==> src/hdl/gpio_irq_pkg.sv <==
// Types and codes shared by the GPIO port block with edge interrupts.
// No dependencies; compile before the interfaces and modules.
`default_nettype none

package gpio_irq_pkg;

  localparam int unsigned WORD_W  = 32;
  localparam int unsigned BOARD_IO_W = 7;
  localparam int unsigned PIN_W   = 5;
  localparam int unsigned REG_W   = 3;

  typedef enum logic [1:0] {
    OP_READ     = 2'd0,
    OP_WRITE    = 2'd1,
    OP_DRIVE_MF = 2'd2,
    OP_DRIVE_IO = 2'd3
  } op_t;

  typedef enum logic [REG_W-1:0] {
    REG_CTL     = 3'd0,
    REG_MFDOUT  = 3'd1,
    REG_MFDIR   = 3'd2,
    REG_MFDIN   = 3'd3,
    REG_MFSEL   = 3'd4,
    REG_IOPD    = 3'd5,
    REG_MFPD    = 3'd6,
    REG_INVALID = 3'd7
  } reg_idx_t;

  typedef enum logic [1:0] {
    IRQ_MF_RISE = 2'd0,
    IRQ_MF_FALL = 2'd1,
    IRQ_IO      = 2'd2
  } irq_group_t;

  localparam int unsigned CTL_DBS_SHIFT = 24;
  localparam int unsigned CTL_DIR_SHIFT = 16;
  localparam int unsigned CTL_OUT_SHIFT = 8;
  localparam int unsigned IO_RISE_SHIFT = 7;

  typedef struct packed {
    op_t                   operation;
    reg_idx_t              reg_index;
    logic [WORD_W-1:0]     write_data;
    logic [PIN_W-1:0]      pin_number;
    logic                  pin_level;
    logic [BOARD_IO_W-1:0] board_io_levels;
    logic [WORD_W-1:0]     board_mf_levels;
  } req_t;

  typedef struct packed {
    logic [WORD_W-1:0]     read_data;
    logic                  access_error;
    logic                  irq_valid;
    irq_group_t            irq_group;
    logic [WORD_W-1:0]     irq_bits;
    logic                  outputs_changed;
    logic [BOARD_IO_W-1:0] io_out_levels;
    logic [BOARD_IO_W-1:0] io_out_enable;
    logic [WORD_W-1:0]     mf_out_levels;
    logic [WORD_W-1:0]     mf_out_enable;
  } rsp_t;

endpackage

`default_nettype wire

==> src/hdl/gpio_irq_if.sv <==
// Valid/ready channel interfaces for request and result beats.
// Depends on gpio_irq_pkg.
`default_nettype none

interface gpio_irq_req_if import gpio_irq_pkg::*; ();
  logic                  valid;
  logic                  ready;
  logic [1:0]            operation;
  logic [REG_W-1:0]      reg_index;
  logic [WORD_W-1:0]     write_data;
  logic [PIN_W-1:0]      pin_number;
  logic                  pin_level;
  logic [BOARD_IO_W-1:0] board_io_levels;
  logic [WORD_W-1:0]     board_mf_levels;

  modport source (output valid, operation, reg_index, write_data, pin_number, pin_level,
                  board_io_levels, board_mf_levels, input ready);
  modport sink (input valid, operation, reg_index, write_data, pin_number, pin_level,
                board_io_levels, board_mf_levels, output ready);
endinterface

interface gpio_irq_rsp_if import gpio_irq_pkg::*; ();
  logic                  valid;
  logic                  ready;
  logic [WORD_W-1:0]     read_data;
  logic                  access_error;
  logic                  irq_valid;
  logic [1:0]            irq_group;
  logic [WORD_W-1:0]     irq_bits;
  logic                  outputs_changed;
  logic [BOARD_IO_W-1:0] io_out_levels;
  logic [BOARD_IO_W-1:0] io_out_enable;
  logic [WORD_W-1:0]     mf_out_levels;
  logic [WORD_W-1:0]     mf_out_enable;

  modport source (output valid, read_data, access_error, irq_valid, irq_group, irq_bits,
                  outputs_changed, io_out_levels, io_out_enable, mf_out_levels,
                  mf_out_enable, input ready);
  modport sink (input valid, read_data, access_error, irq_valid, irq_group, irq_bits,
                outputs_changed, io_out_levels, io_out_enable, mf_out_levels,
                mf_out_enable, output ready);
endinterface

`default_nettype wire

==> src/hdl/gpio_irq_regs.sv <==
// Register file, read mux, pin-drive latches and edge detection of the GPIO port.
// Depends on gpio_irq_pkg. State advances on commit; result is combinational.
`default_nettype none

module gpio_irq_regs import gpio_irq_pkg::*; #(
  parameter int unsigned IO_PINS = 7,
  parameter int unsigned MF_PINS = 32
) (
  input  wire logic clk,
  input  wire logic rst,
  input  wire logic commit,
  input  wire req_t req,
  output rsp_t      rsp
);

  localparam logic [WORD_W-1:0] IO_MASK = WORD_W'((64'd1 << IO_PINS) - 64'd1);
  localparam logic [WORD_W-1:0] MF_MASK = WORD_W'((64'd1 << MF_PINS) - 64'd1);
  localparam logic [WORD_W-1:0] CTL_WRITABLE = (IO_MASK << CTL_DBS_SHIFT)
                                             | (IO_MASK << CTL_DIR_SHIFT)
                                             | (IO_MASK << CTL_OUT_SHIFT);
  localparam logic [WORD_W-1:0] CTL_RESERVED = ~(CTL_WRITABLE | IO_MASK);

  logic [IO_PINS-1:0] ctl_dbs, ctl_dbs_next;
  logic [IO_PINS-1:0] ctl_dir, ctl_dir_next;
  logic [IO_PINS-1:0] ctl_out, ctl_out_next;
  logic [MF_PINS-1:0] mf_output_data, mf_output_data_next;
  logic [MF_PINS-1:0] mf_direction, mf_direction_next;
  logic [MF_PINS-1:0] mf_select, mf_select_next;
  logic [IO_PINS-1:0] io_powerdown, io_powerdown_next;
  logic [MF_PINS-1:0] mf_powerdown, mf_powerdown_next;
  logic [MF_PINS-1:0] mf_driven_levels, mf_driven_levels_next;
  logic [IO_PINS-1:0] io_driven_levels, io_driven_levels_next;

  logic [WORD_W-1:0]  ctl_word;
  logic [IO_PINS-1:0] io_din;
  logic [MF_PINS-1:0] mf_outs;
  logic [MF_PINS-1:0] mf_din;
  logic [MF_PINS-1:0] mf_bit;
  logic [IO_PINS-1:0] io_bit;
  logic               mf_pin_ok;
  logic               io_pin_ok;
  logic               mf_old;
  logic               io_old;

  assign ctl_word = (WORD_W'(ctl_dbs) << CTL_DBS_SHIFT)
                  | (WORD_W'(ctl_dir) << CTL_DIR_SHIFT)
                  | (WORD_W'(ctl_out) << CTL_OUT_SHIFT);
  assign io_din   = (ctl_out & ctl_dir)
                  | ((io_driven_levels | IO_PINS'(req.board_io_levels)) & ~ctl_dir);
  assign mf_outs  = mf_direction & mf_select;
  assign mf_din   = (mf_output_data & mf_outs)
                  | ((mf_driven_levels | MF_PINS'(req.board_mf_levels)) & ~mf_outs);

  assign mf_bit    = MF_PINS'(1) << req.pin_number;
  assign io_bit    = IO_PINS'(1) << req.pin_number;
  assign mf_pin_ok = 6'(req.pin_number) < 6'(MF_PINS);
  assign io_pin_ok = 6'(req.pin_number) < 6'(IO_PINS);
  assign mf_old    = |(mf_driven_levels & mf_bit);
  assign io_old    = |(io_driven_levels & io_bit);

  always_comb begin
    ctl_dbs_next          = ctl_dbs;
    ctl_dir_next          = ctl_dir;
    ctl_out_next          = ctl_out;
    mf_output_data_next   = mf_output_data;
    mf_direction_next     = mf_direction;
    mf_select_next        = mf_select;
    io_powerdown_next     = io_powerdown;
    mf_powerdown_next     = mf_powerdown;
    mf_driven_levels_next = mf_driven_levels;
    io_driven_levels_next = io_driven_levels;
    rsp                   = '0;

    unique case (req.operation)
      OP_READ: begin
        unique case (req.reg_index)
          REG_CTL:    rsp.read_data = ctl_word | WORD_W'(io_din);
          REG_MFDOUT: rsp.read_data = WORD_W'(mf_output_data);
          REG_MFDIR:  rsp.read_data = WORD_W'(mf_direction);
          REG_MFDIN:  rsp.read_data = WORD_W'(mf_din);
          REG_MFSEL:  rsp.read_data = WORD_W'(mf_select);
          REG_IOPD:   rsp.read_data = WORD_W'(io_powerdown);
          REG_MFPD:   rsp.read_data = WORD_W'(mf_powerdown);
          default:    rsp.access_error = 1'b1;
        endcase
      end
      OP_WRITE: begin
        unique case (req.reg_index)
          REG_CTL: begin
            if ((req.write_data & CTL_RESERVED) != '0) begin
              rsp.access_error = 1'b1;
            end else begin
              ctl_dbs_next        = IO_PINS'(req.write_data >> CTL_DBS_SHIFT);
              ctl_dir_next        = IO_PINS'(req.write_data >> CTL_DIR_SHIFT);
              ctl_out_next        = IO_PINS'(req.write_data >> CTL_OUT_SHIFT);
              rsp.outputs_changed = 1'b1;
            end
          end
          REG_MFDOUT: begin
            mf_output_data_next = MF_PINS'(req.write_data & MF_MASK);
            rsp.outputs_changed = 1'b1;
          end
          REG_MFDIR: begin
            mf_direction_next   = MF_PINS'(req.write_data & MF_MASK);
            rsp.outputs_changed = 1'b1;
          end
          REG_MFSEL: begin
            mf_select_next      = MF_PINS'(req.write_data & MF_MASK);
            rsp.outputs_changed = 1'b1;
          end
          REG_IOPD: begin
            if ((req.write_data & ~IO_MASK) != '0) begin
              rsp.access_error = 1'b1;
            end else begin
              io_powerdown_next = IO_PINS'(req.write_data);
            end
          end
          REG_MFPD: mf_powerdown_next = MF_PINS'(req.write_data & MF_MASK);
          default:  rsp.access_error = 1'b1;
        endcase
      end
      OP_DRIVE_MF: begin
        if (!mf_pin_ok) begin
          rsp.access_error = 1'b1;
        end else begin
          mf_driven_levels_next = req.pin_level ? (mf_driven_levels | mf_bit)
                                                : (mf_driven_levels & ~mf_bit);
          if (mf_old != req.pin_level) begin
            rsp.irq_valid = 1'b1;
            rsp.irq_group = req.pin_level ? IRQ_MF_RISE : IRQ_MF_FALL;
            rsp.irq_bits  = WORD_W'(mf_bit);
          end
        end
      end
      default: begin
        if (!io_pin_ok) begin
          rsp.access_error = 1'b1;
        end else begin
          io_driven_levels_next = req.pin_level ? (io_driven_levels | io_bit)
                                                : (io_driven_levels & ~io_bit);
          if (io_old != req.pin_level) begin
            rsp.irq_valid = 1'b1;
            rsp.irq_group = IRQ_IO;
            rsp.irq_bits  = req.pin_level
                          ? (WORD_W'(1) << (6'(req.pin_number) + 6'(IO_RISE_SHIFT)))
                          : (WORD_W'(1) << req.pin_number);
          end
        end
      end
    endcase

    rsp.io_out_levels = BOARD_IO_W'(ctl_out_next);
    rsp.io_out_enable = BOARD_IO_W'(ctl_dir_next);
    rsp.mf_out_levels = WORD_W'(mf_output_data_next);
    rsp.mf_out_enable = WORD_W'(mf_direction_next & mf_select_next);
  end

  always_ff @(posedge clk) begin
    if (rst) begin
      ctl_dbs          <= '0;
      ctl_dir          <= '0;
      ctl_out          <= '0;
      mf_output_data   <= '0;
      mf_direction     <= '0;
      mf_select        <= '0;
      io_powerdown     <= '0;
      mf_powerdown     <= '0;
      mf_driven_levels <= '0;
      io_driven_levels <= '0;
    end else if (commit) begin
      ctl_dbs          <= ctl_dbs_next;
      ctl_dir          <= ctl_dir_next;
      ctl_out          <= ctl_out_next;
      mf_output_data   <= mf_output_data_next;
      mf_direction     <= mf_direction_next;
      mf_select        <= mf_select_next;
      io_powerdown     <= io_powerdown_next;
      mf_powerdown     <= mf_powerdown_next;
      mf_driven_levels <= mf_driven_levels_next;
      io_driven_levels <= io_driven_levels_next;
    end
  end

endmodule

`default_nettype wire

==> src/hdl/gpio_port_registers_edge_irq.sv <==
// Top level of the GPIO port with edge interrupts: input register, result register.
// Depends on gpio_irq_pkg, gpio_irq_if and gpio_irq_regs.
//
//   channel | modport | beat
//   --------+---------+------------------------------------------------
//   req     | sink    | one bus access or pin-drive event
//   rsp     | source  | read data, error, interrupt mask, output levels
//
// One beat per cycle sustained while rsp is ready. An accepted req is held in the input
// register, which feeds the register file; its update and the result capture share one
// edge. A waiting result stalls the input register, and req stays ready while that
// register can drain. Synchronous reset clears all pin and register state and empties
// both stages.
`default_nettype none

module gpio_port_registers_edge_irq import gpio_irq_pkg::*; #(
  parameter int unsigned IO_PINS = 7,
  parameter int unsigned MF_PINS = 32
) (
  input wire logic      clk,
  input wire logic      rst,
  gpio_irq_req_if.sink   req,
  gpio_irq_rsp_if.source rsp
);

  logic req_valid;
  req_t req_q;
  logic rsp_valid;
  rsp_t rsp_q;
  rsp_t rsp_next;
  logic advance;

  assign advance   = req_valid && (!rsp_valid || rsp.ready);
  assign req.ready = !req_valid || advance;

  gpio_irq_regs #(
    .IO_PINS (IO_PINS),
    .MF_PINS (MF_PINS)
  ) u_regs (
    .clk    (clk),
    .rst    (rst),
    .commit (advance),
    .req    (req_q),
    .rsp    (rsp_next)
  );

  always_ff @(posedge clk) begin
    if (rst) begin
      req_valid <= 1'b0;
      rsp_valid <= 1'b0;
    end else begin
      if (req.valid && req.ready) begin
        req_valid <= 1'b1;
      end else if (advance) begin
        req_valid <= 1'b0;
      end
      if (advance) begin
        rsp_valid <= 1'b1;
      end else if (rsp.ready) begin
        rsp_valid <= 1'b0;
      end
    end
  end

  always_ff @(posedge clk) begin
    if (req.valid && req.ready) begin
      req_q.operation       <= op_t'(req.operation);
      req_q.reg_index       <= reg_idx_t'(req.reg_index);
      req_q.write_data      <= req.write_data;
      req_q.pin_number      <= req.pin_number;
      req_q.pin_level       <= req.pin_level;
      req_q.board_io_levels <= req.board_io_levels;
      req_q.board_mf_levels <= req.board_mf_levels;
    end
    if (advance) begin
      rsp_q <= rsp_next;
    end
  end

  assign rsp.valid           = rsp_valid;
  assign rsp.read_data       = rsp_q.read_data;
  assign rsp.access_error    = rsp_q.access_error;
  assign rsp.irq_valid       = rsp_q.irq_valid;
  assign rsp.irq_group       = rsp_q.irq_group;
  assign rsp.irq_bits        = rsp_q.irq_bits;
  assign rsp.outputs_changed = rsp_q.outputs_changed;
  assign rsp.io_out_levels   = rsp_q.io_out_levels;
  assign rsp.io_out_enable   = rsp_q.io_out_enable;
  assign rsp.mf_out_levels   = rsp_q.mf_out_levels;
  assign rsp.mf_out_enable   = rsp_q.mf_out_enable;

endmodule

`default_nettype wire

==> src/flat_wrapper.sv <==
// flat-port wrapper written by rule: the top's interface ports become plain ports
module gpio_port_registers_edge_irq_flat import gpio_irq_pkg::*;
#(
  parameter int unsigned IO_PINS = 7,
  parameter int unsigned MF_PINS = 32
)
  (clk, rst, req_valid, req_operation, req_reg_index, req_write_data, req_pin_number, req_pin_level, req_board_io_levels, req_board_mf_levels, req_ready, rsp_valid, rsp_read_data, rsp_access_error, rsp_irq_valid, rsp_irq_group, rsp_irq_bits, rsp_outputs_changed, rsp_io_out_levels, rsp_io_out_enable, rsp_mf_out_levels, rsp_mf_out_enable, rsp_ready);
  gpio_irq_req_if req_i ();
  gpio_irq_rsp_if rsp_i ();
  input wire logic clk;
  input wire logic rst;
  input wire logic [$bits(req_i.valid)-1:0] req_valid;
  input wire logic [$bits(req_i.operation)-1:0] req_operation;
  input wire logic [$bits(req_i.reg_index)-1:0] req_reg_index;
  input wire logic [$bits(req_i.write_data)-1:0] req_write_data;
  input wire logic [$bits(req_i.pin_number)-1:0] req_pin_number;
  input wire logic [$bits(req_i.pin_level)-1:0] req_pin_level;
  input wire logic [$bits(req_i.board_io_levels)-1:0] req_board_io_levels;
  input wire logic [$bits(req_i.board_mf_levels)-1:0] req_board_mf_levels;
  output wire logic [$bits(req_i.ready)-1:0] req_ready;
  output wire logic [$bits(rsp_i.valid)-1:0] rsp_valid;
  output wire logic [$bits(rsp_i.read_data)-1:0] rsp_read_data;
  output wire logic [$bits(rsp_i.access_error)-1:0] rsp_access_error;
  output wire logic [$bits(rsp_i.irq_valid)-1:0] rsp_irq_valid;
  output wire logic [$bits(rsp_i.irq_group)-1:0] rsp_irq_group;
  output wire logic [$bits(rsp_i.irq_bits)-1:0] rsp_irq_bits;
  output wire logic [$bits(rsp_i.outputs_changed)-1:0] rsp_outputs_changed;
  output wire logic [$bits(rsp_i.io_out_levels)-1:0] rsp_io_out_levels;
  output wire logic [$bits(rsp_i.io_out_enable)-1:0] rsp_io_out_enable;
  output wire logic [$bits(rsp_i.mf_out_levels)-1:0] rsp_mf_out_levels;
  output wire logic [$bits(rsp_i.mf_out_enable)-1:0] rsp_mf_out_enable;
  input wire logic [$bits(rsp_i.ready)-1:0] rsp_ready;
  assign req_i.valid = req_valid;
  assign req_i.operation = req_operation;
  assign req_i.reg_index = req_reg_index;
  assign req_i.write_data = req_write_data;
  assign req_i.pin_number = req_pin_number;
  assign req_i.pin_level = req_pin_level;
  assign req_i.board_io_levels = req_board_io_levels;
  assign req_i.board_mf_levels = req_board_mf_levels;
  assign req_ready = req_i.ready;
  assign rsp_valid = rsp_i.valid;
  assign rsp_read_data = rsp_i.read_data;
  assign rsp_access_error = rsp_i.access_error;
  assign rsp_irq_valid = rsp_i.irq_valid;
  assign rsp_irq_group = rsp_i.irq_group;
  assign rsp_irq_bits = rsp_i.irq_bits;
  assign rsp_outputs_changed = rsp_i.outputs_changed;
  assign rsp_io_out_levels = rsp_i.io_out_levels;
  assign rsp_io_out_enable = rsp_i.io_out_enable;
  assign rsp_mf_out_levels = rsp_i.mf_out_levels;
  assign rsp_mf_out_enable = rsp_i.mf_out_enable;
  assign rsp_i.ready = rsp_ready;
  gpio_port_registers_edge_irq #(.IO_PINS(IO_PINS), .MF_PINS(MF_PINS)) u_core (.clk(clk), .rst(rst), .req(req_i), .rsp(rsp_i));
endmodule
==> config.mk <==
export PLATFORM = sky130hd
export DESIGN_NAME = gpio_port_registers_edge_irq_flat
export DESIGN_NICKNAME = d
export VERILOG_FILES = /design/src/hdl/gpio_irq_pkg.sv /design/src/hdl/gpio_irq_if.sv /design/src/hdl/gpio_irq_regs.sv /design/src/hdl/gpio_port_registers_edge_irq.sv /design/src/flat_wrapper.sv
export SDC_FILE = /design/constraint.sdc
export NUM_CORES = 1
export LEC_CHECK = 0
export BUFFER_PORTS_ARGS = -buffer_cell sky130_fd_sc_hd__buf_2
export CORE_MARGIN = 3
export CORE_UTILIZATION = 50
export CTS_CLUSTER_DIAMETER = 120
export CTS_CLUSTER_SIZE = 40
export DETAILED_ROUTE_END_ITERATION = 7
export PLACE_DENSITY_LB_ADDON = 0.05
export SETUP_SLACK_MARGIN = 0.5
export SYNTH_ARGS = -nofsm -noshare
export SYNTH_HDL_FRONTEND = slang
export SYNTH_SLANG_ARGS = --single-unit
==> constraint.sdc <==
create_clock -name clk -period 3.8 [get_ports clk]
set_clock_uncertainty 0.2 [all_clocks]
set_input_delay 0.19 -clock clk [delete_from_list [all_inputs] [get_ports clk]]
set_output_delay 0.19 -clock clk [all_outputs]
set_load 0.005 [all_outputs]
== Word-level counts from Yosys, hierarchy flattened ==
Cells that the tools add are included.
W data, S select, Z words.

* Register bits: 426
* Latch bits: 0
* Bits in writable memories: 0
* ROM bits: 0
* Logic and storage cells: 127
* Memories kept: 0

* Add/sub/neg operators: 1
* $mul: 0
* Div/mod/pow operators: 0
* Order comparisons: 1
* Eq/ne operators: 10
* Shift-type cells: 3
* Multiplexer cells: 33
* Bitwise gates (word level): 26
* Reduce and logical (&&, ||, !) cells: 24

{| class="wikitable"
|+ Operators by type and width
! operator !! count
|-
| $mux W32 || 8
|-
| $pmux W32 S7 || 1
|-
| $and A32 B32 Y32 || 6
|-
| $mux W35 || 3
|-
| $or A32 B32 Y32 || 3
|-
| $pmux W35 S2 || 1
|-
| $not A32 Y32 || 2
|-
| $reduce_bool A32 Y1 || 2
|-
| $mux W7 || 7
|-
| $reduce_or A32 Y1 || 1
|-
| $shl A1 B5 Y32 const A || 1
|-
| $shl A1 B6 Y32 const A || 1
|-
| $or A31 B15 Y31 || 1
|-
| $or A31 B23 Y31 || 1
|-
| $or A31 B7 Y31 || 1
|-
| $and A7 B7 Y7 || 4
|-
| $or A7 B7 Y7 || 3
|-
| $not A7 Y7 || 2
|-
| $reduce_or A7 Y1 || 2
|-
| $mux W1 || 10
|-
| $eq A3 B3 Y1 const B || 3
|-
| $reduce_and A4 Y1 || 2
|-
| $shl A1 B5 Y7 const A || 1
|-
| $add A5 B3 Y6 const B || 1
|-
| other kinds (20) || 31
|}

== Longest topological paths before layout ==
Gate-level depths: netlist of run 1.

* Depth after elaboration: 7
* Mapped depth: 11

== Hierarchy ==
From an unflattened synthesis of run 1, not the netlist that was laid out.

* Cell total of the unflattened synthesis: 1836
* Area total of the unflattened synthesis: 18310.1 um^2

{| class="wikitable"
|+ By module, submodules not included
! module !! times used !! cells each !! area each (um^2) !! seq. area each (um^2)
|-
| gpio_irq_regs || 1 || 1597 || 11329.6 || 3903.7
|-
| gpio_port_registers_edge_irq || 1 || 239 || 6980.4 || 6916.6
|}

== Worst setup path before layout of run 1 ==
No wires, ideal clock.

* Kind: reg-to-reg
* Start: register u_core.rsp_valid (netlist: u_core.rsp.valid)
* End: register with a tool-made name
* Setup time: 0.070 ns
* Arrival time: 3.281 ns
* Slack: 0.248 ns
* Cell stages (with the launch flop): 9
* Path buffers: 2
* Clock period less this slack: 3.552 ns
* Path through: dfxtp_1 -> nand2b_4 -> nand2_1 -> inv_2 -> buf_2 -> nand2_1 -> clkbuf_1 -> or3_1 -> a21oi_1

{| class="wikitable"
|+ RTL lines
! item !! RTL line !! text
|-
| from (decl) || gpio_port_registers_edge_irq.sv:28 || <nowiki>logic rsp_valid;</nowiki>
|-
| from (signal assigned) || gpio_port_registers_edge_irq.sv:50 || <nowiki>rsp_valid <= 1'b0;</nowiki>
|-
| from (signal assigned) || gpio_port_registers_edge_irq.sv:58 || <nowiki>rsp_valid <= 1'b1;</nowiki>
|-
| from (signal assigned) || gpio_port_registers_edge_irq.sv:60 || <nowiki>rsp_valid <= 1'b0;</nowiki>
|}

==> run metrics, run 1 <==
routed len/inst 22.5 microns; DPL Wire Length about 38,000 microns; GP Congestion about 0.86; Final Hold Fails 0; Final Non-Filler Cells 2,532; DRT Pass-1 Iters 5; sequential power share 0.648; synth top area cells edfxtp_1, dfxtp_1, nand2_1, a21oi_1, nor2_1; fin. max-slew vios 0; die height 197 microns; Post-synth top cells nand2_1, a21oi_1, edfxtp_1; Total Neg Setup Slack 0 ns; Final Cycle Share 0.843; clock share of power 0.276; status complete, no violations; min cycle time layout 3.20 ns; Worst Path Required 3.95 ns; Avg Synthesized Cell Area 10.1 sq um; gr usage total 0.285; flip-flop and latch count after synthesis about 430; Setup CP Type reg2reg; initial drt markers 1,484; vias approximately 15,000; Max-Cap Viols 0; sw frac 0.239; cell family with most CP delay simple AND/OR/NAND/NOR gates; largest net degree at the start of global routing 77; DP Area 19,700 sq um; vias in the first global route about 14,000; starting density of the core 0.510; boundary pin count ~240; Cell Int Power about 6 mW; Mapped Cells 1,805; worst-case clock buffer depth 3; Synth top area share 0.377; Cell Area, Synth around 18,000 sq um; fin nets approximately 2,200; actual slew at the worst max-slew pin around 0.9 ns; Synth async-reset ratio 0; Slowest-stage cell, CP edfxtp_1; Startpoint Class flop; Root Buffer clkbuf_16; layout cells sized above 1 0.192; post-route design area 21,100 sq um; grt ovf 0; # diodes 0; Synth area leader edfxtp_1; Clock Pin Slew Worst Setup and Hold Paths 0.15 ns; DRC 0; Buf/Inv on CP 0; setup ws final 0.596 ns; # H-tree levels 1; FP Rows roughly 70; Die Wd 197 microns; CORE AREA 35,700 sq um; first-pass GRT wire length 84,600 microns; Max transition margin 0.402; crit-path cells and2_0, a22oi_1, o22ai_1, nor4_1, nand4_1, ha_1, nor2_1, nand2_1, o32ai_1; Hold WC Path Type in2reg; Psw 1.88 mW; post-synthesis sequential area ratio 0.593; port buffer count around 230; most frequent cell after synthesis nand2_1; RSZ-0062 raised after global routing no; crit end category flop; CTS buffer count 14; initial antenna violation count 1; post-route ant nets 0; final setup vio count 0; VDD IR max 0.000344 V; critical path's largest stage delay 0.57 ns; synthesized net count 1,892; LEAKAGE about 7.3 nW; Post-Route WL 57,000 microns; PD cells about 370 nW/um^2; predominant post-synthesis flop cell edfxtp_1; combinational group share of total power 0.076; dpl ws about 0.51 ns; clock sinks 426; Worst-Skew Late Latency ~0.56 ns; worst hold slack around 0.038 ns; number of distinct library cells after synthesis 57; area grow syn2layout 15.7%; warnings from Yosys 0; vias per cell 5.77; CP Max Fanout 9; CTS tree done; Critical Path AT approximately 3.4 ns; Die ar. 38,800 sq um; max frequency 0.312 GHz; EDFF count, synth 229; placed cells 2,408
routing by layer:
| metal | vias to the layer above | share of wire | GRT usage |
|---|---|---|---|
| met1 | 7053 | 0.44 | 0.412 |
| met4 | 2 | 0.019 | 0.0583 |
| met3 | 63 | 0.081 | 0.0440 |
| met2 | 627 | 0.46 | 0.462 |
| met5 | - | 0.00035 | 0 |
| li1 | 6858 | - | - |
worst reg2reg max path, stage by stage (launching register included):
cell	delay (ns)
edfxtp_1	0.57
and2_0	0.33
a22oi_1	0.20
o22ai_1	0.12
nor4_1	0.30
nand4_1	0.16
ha_1	0.33
nor2_1	0.28
nand2_1	0.27
o32ai_1	0.25
cell families (layout without fill, tap and decap cells):
kind of cell    Yosys count  after routing  share of synthesized area
fa+ha+maj                 1              1                   0.000686
compound gates          441            441                      0.135
mux                      97             97                     0.0630
buf+inv                 148            414                     0.0398
flops                   426            426                      0.593
simple gates            692            692                      0.169
power groups by stage:
| stage | Clock (mW) | Sequential (mW) | Combinational (mW) |
|---|---|---|---|
| global route | 2.34 | 5.11 | 0.643 |
| global placement | 0 | 5.20 | 0.502 |
| finish | 2.17 | 5.09 | 0.596 |
| CTS | 2.19 | 5.10 | 0.578 |
| floorplan | 0 | 5.14 | 0.299 |
| detailed placement | 0 | 5.20 | 0.505 |
final cells by class:
| cell class | instances | area, sq um |
|---|---|---|
| inverter | 9 | 38.8 |
| clock buffer | 23 | 405 |
| timing repair buffer | 381 | 2530 |
| clock inverter | 1 | 16.3 |
| multi-input combinational | 1231 | 6720 |
| tap | 461 | 577 |
| sequential | 426 | 10800 |
| fill | 3145 | 14600 |
metrics by stage:
step | utilization | power [mW]
3_5_place_dp | 0.552 | 5.70
4_1_cts | 0.588 | 7.87
6_report | 0.590 | 7.86
2_1_floorplan | - | 5.44
5_1_grt | 0.590 | 8.10
3_3_place_gp | 0.552 | 5.70
cell usage in the layout, fill, tap and decap left out, types with 36 or more instances in the layout:
master and count:
o21ai_0 68, buf_2 233, buf_4 60, edfxtp_1 229
mux2i_1 36, a21oi_1 257, or3_1 39, nor2_1 175
o22ai_1 42, nand2_1 362, mux2_2 52, dlygate4sd3_1 85
dfxtp_1 197
state kept, by name, summed over array words and instances (netlist names), named ones only:
signal / flops
u_core.rsp.irq_valid: 1
u_core.u_regs.io_powerdown: 7
u_core.rsp.irq_bits: 32
u_core.u_regs.mf_select: 32
u_core.u_regs.ctl_out: 7
u_core.req_q: 82
u_core.rsp.mf_out_levels: 32
u_core.rsp.access_error: 1
u_core.u_regs.ctl_dbs: 7
u_core.req_valid: 1
u_core.rsp.mf_out_enable: 32
u_core.rsp.io_out_levels: 7
u_core.rsp.valid: 1
u_core.u_regs.mf_direction: 32
u_core.u_regs.ctl_dir: 7
u_core.rsp.outputs_changed: 1
u_core.u_regs.mf_powerdown: 32
u_core.rsp.io_out_enable: 7
u_core.rsp.read_data: 32
u_core.u_regs.mf_output_data: 32
u_core.rsp.irq_group: 2
path summary, 6_finish.rpt:
path	from	endpoint	slack, ns	depth (start not counted)
setup / recovery	u_core.req_q[40]$_DFFE_PP_	u_core.rsp.irq_bits[7]$_DFFE_PP_	0.60	9
hold / removal	rst	u_core.u_regs.ctl_dir[3]$_SDFFE_PP0P_	0.04	2
setup reg to reg	u_core.req_q[40]$_DFFE_PP_	u_core.rsp.irq_bits[7]$_DFFE_PP_	0.60	9
hold reg to reg	u_core.u_regs.ctl_dbs[1]$_SDFFE_PP0P_	u_core.u_regs.ctl_dbs[1]$_SDFFE_PP0P_	0.26	2
repair_timing:
item | 4_1_cts | 5_1_grt
endpoints found under the setup margin | 1 | 23
gates resized for setup | 0 | 1
buffers inserted | 2 | 13
hold buffers | 85 | 0
endpoints found under the hold margin | 84 | 0
Power figures use the tool's default switching activity.
==> run 2, diff against run 1 <==
==> constraint.sdc (replaced) <==
create_clock -name clk -period 3.1 [get_ports clk]
set_clock_uncertainty 0.2 [all_clocks]
set_input_delay 0.155 -clock clk [delete_from_list [all_inputs] [get_ports clk]]
set_output_delay 0.155 -clock clk [all_outputs]
set_load 0.005 [all_outputs]
==> run metrics, run 2 (synthesis gave the netlist of run 1 again) <==
CTS buffer count 14 (unchanged); largest net degree at the start of global routing 77 (unchanged); CP Max Fanout 7 (was 9); routed len/inst 22.5 microns (about the same); DPL Wire Length 39,300 microns (was 38,200 microns); final setup vio count 0 (unchanged); PD cells 445 nW/um^2 (was 372 nW/um^2); Cell Int Power 7.36 mW (was 5.98 mW); # H-tree levels 1 (unchanged); most common cell after layout, fill and taps aside nand2_1 (unchanged); Worst Path Required 3.27 ns (was 3.95 ns); max frequency 0.354 GHz (was 0.312 GHz); Max-Cap Viols 0 (unchanged); min cycle time layout 2.83 ns (was 3.20 ns); clock sinks 426 (unchanged); Slowest-stage cell, CP edfxtp_1 (unchanged); combinational group share of total power 0.085 (was 0.076); Psw 2.29 mW (was 1.88 mW); FP Rows 69 (unchanged); Startpoint Class flop (unchanged); port buffer count 234 (unchanged); initial drt markers 1,378 (was 1,484); actual slew at the worst max-slew pin 0.919 ns (was 0.898 ns); initial antenna violation count 2 (was 1); setup ws final 0.275 ns (was 0.596 ns); dpl ws 0.132 ns (was 0.507 ns); layout cells sized above 1 0.225 (was 0.192); Final Hold Fails 2 (was 0); LEAKAGE 7.61 nW (was 7.33 nW); Hold WC Path Type in2reg (unchanged); worst hold slack -0.00429 ns (was 0.0380 ns); max FFs per register 82 (unchanged); starting density of the core 0.510 (unchanged); vias per cell 5.78 (was 5.77); worst-case clock buffer depth 3 (unchanged); fin. max-slew vios 0 (unchanged); Buf/Inv on CP 0 (unchanged); DRC 0 (unchanged); sw frac 0.237 (was 0.239); VDD IR max 0.000332 V (was 0.000344 V); RSZ-0062 raised after global routing yes (was no); Die ar. 38,800 sq um (unchanged); grt ovf 0 (unchanged); Clock Pin Slew Worst Setup and Hold Paths 0.14 ns (was 0.15 ns); failing checks hold timing; status complete, but fails checks (was complete, no violations); Post-Route WL 57,900 microns (was 57,000 microns); Worst-Skew Late Latency 0.56 ns (about the same); sequential power share 0.645 (was 0.648); post-route ant nets 0 (unchanged); Max transition margin 0.387 (was 0.402); total power draw 9.65 mW (was 7.86 mW); Total Neg Setup Slack 0 ns (unchanged); critical path's largest stage delay 0.57 ns (about the same); area grow syn2layout 18.8% (was 15.7%); Largest Register u_core.req_q (unchanged); crit end category flop (unchanged); Final Cycle Share 0.911 (was 0.843); die height 197 microns (unchanged); vias in the first global route 14,106 (was 13,610); CORE AREA 35,700 sq um (unchanged); Critical Path AT 3.00 ns (was 3.35 ns); CTS tree done (unchanged); DRT Pass-1 Iters 5 (unchanged); GP Congestion 0.891 (was 0.857); first-pass GRT wire length 86,500 microns (was 84,600 microns); crit-path cells and2_1, a22oi_1, o22ai_1, nor4_2, nand4_1, ha_4, or3_4, o32ai_2 (was and2_0, a22oi_1, o22ai_1, nor4_1, nand4_1, ha_1, nor2_1, nand2_1, o32ai_1); boundary pin count 235 (unchanged); gr usage total 0.292 (was 0.285); commonest cells after routing, fill and taps aside nand2_1, a21oi_1, buf_2, edfxtp_1, dfxtp_1 (unchanged); Root Buffer clkbuf_16 (unchanged); cell family with most CP delay simple AND/OR/NAND/NOR gates (unchanged); Die Wd 197 microns (unchanged); vias 14,861 (was 14,603); # diodes 0 (unchanged); clock share of power 0.270 (was 0.276); fin nets 2,189 (was 2,150); Setup CP Type reg2reg (unchanged)
==> run 2: metal layers <==
metal / track usage / vias up / part of all wire
met4: 0.0979 / 2 / 0.037
met2: 0.450 / 659 / 0.45
li1: - / 6947 / -
met5: 0 / - / 0.00022
met1: 0.426 / 7141 / 0.44
met3: 0.0437 / 112 / 0.079
==> run 2: path summary, 6_finish.rpt <==
path	to	start	depth (start not counted)	slack (ns)
worst max-delay path	u_core.rsp.irq_bits[12]$_DFFE_PP_	u_core.req_q[41]$_DFFE_PP_	8	0.27
worst min-delay path	u_core.u_regs.mf_output_data[20]$_SDFFE_PP0P_	rst	2	-0.004
worst max register to register	u_core.rsp.irq_bits[12]$_DFFE_PP_	u_core.req_q[41]$_DFFE_PP_	8	0.27
worst min register to register	u_core.u_regs.mf_powerdown[19]$_SDFFE_PP0P_	u_core.u_regs.mf_powerdown[19]$_SDFFE_PP0P_	2	0.27
==> run 2: worst reg2reg max path, stage by stage (launching register included) <==
cell	delay [ns]
edfxtp_1	0.57
and2_1	0.31
a22oi_1	0.18
o22ai_1	0.14
nor4_2	0.17
nand4_1	0.23
ha_4	0.32
or3_4	0.35
o32ai_2	0.21
==> run 2: power groups by stage <==
stage,Sequential (mW),Combinational [mW],Clock [mW]
global route,6.24,0.880,2.84
CTS,6.22,0.796,2.67
finish,6.22,0.818,2.61
floorplan,6.30,0.371,0
detailed placement,6.35,0.678,0
global placement,6.35,0.674,0
==> run 2: layout make-up <==
| cell class | count | area (sq um) |
|---|---|---|
| Clock inverter | 3 | 20.0 |
| Fill cell | 3048 | 14100 |
| Multi-Input combinational cell | 1231 | 6940 |
| Inverter | 9 | 38.8 |
| Clock buffer | 21 | 398 |
| Sequential cell | 426 | 10800 |
| Timing Repair Buffer | 420 | 2890 |
| Tap cell | 461 | 577 |
==> run 2: timing repair <==
action | in CTS | in global routing
setup buffers | 10 | 7
hold buffers | 85 | 0
gates resized for setup | 27 | 27
pin swaps | 14 | 11
hold endpoints to repair | 106 | 0
cloned | 1 | 0
setup endpoints to repair | 33 | 93
==> run 2: through the flow <==
| stage | util | cell area (sq um) | instances |
|---|---|---|---|
| 6_report | 0.607 | 21700 | 2571 |
| 5_1_grt | 0.607 | 21700 | 2571 |
| 4_1_cts | 0.601 | 21500 | 2564 |
| 3_5_place_dp | 0.560 | 20000 | 2444 |
| 3_3_place_gp | 0.560 | 20000 | 2444 |
| 2_1_floorplan | - | 18300 | 1805 |
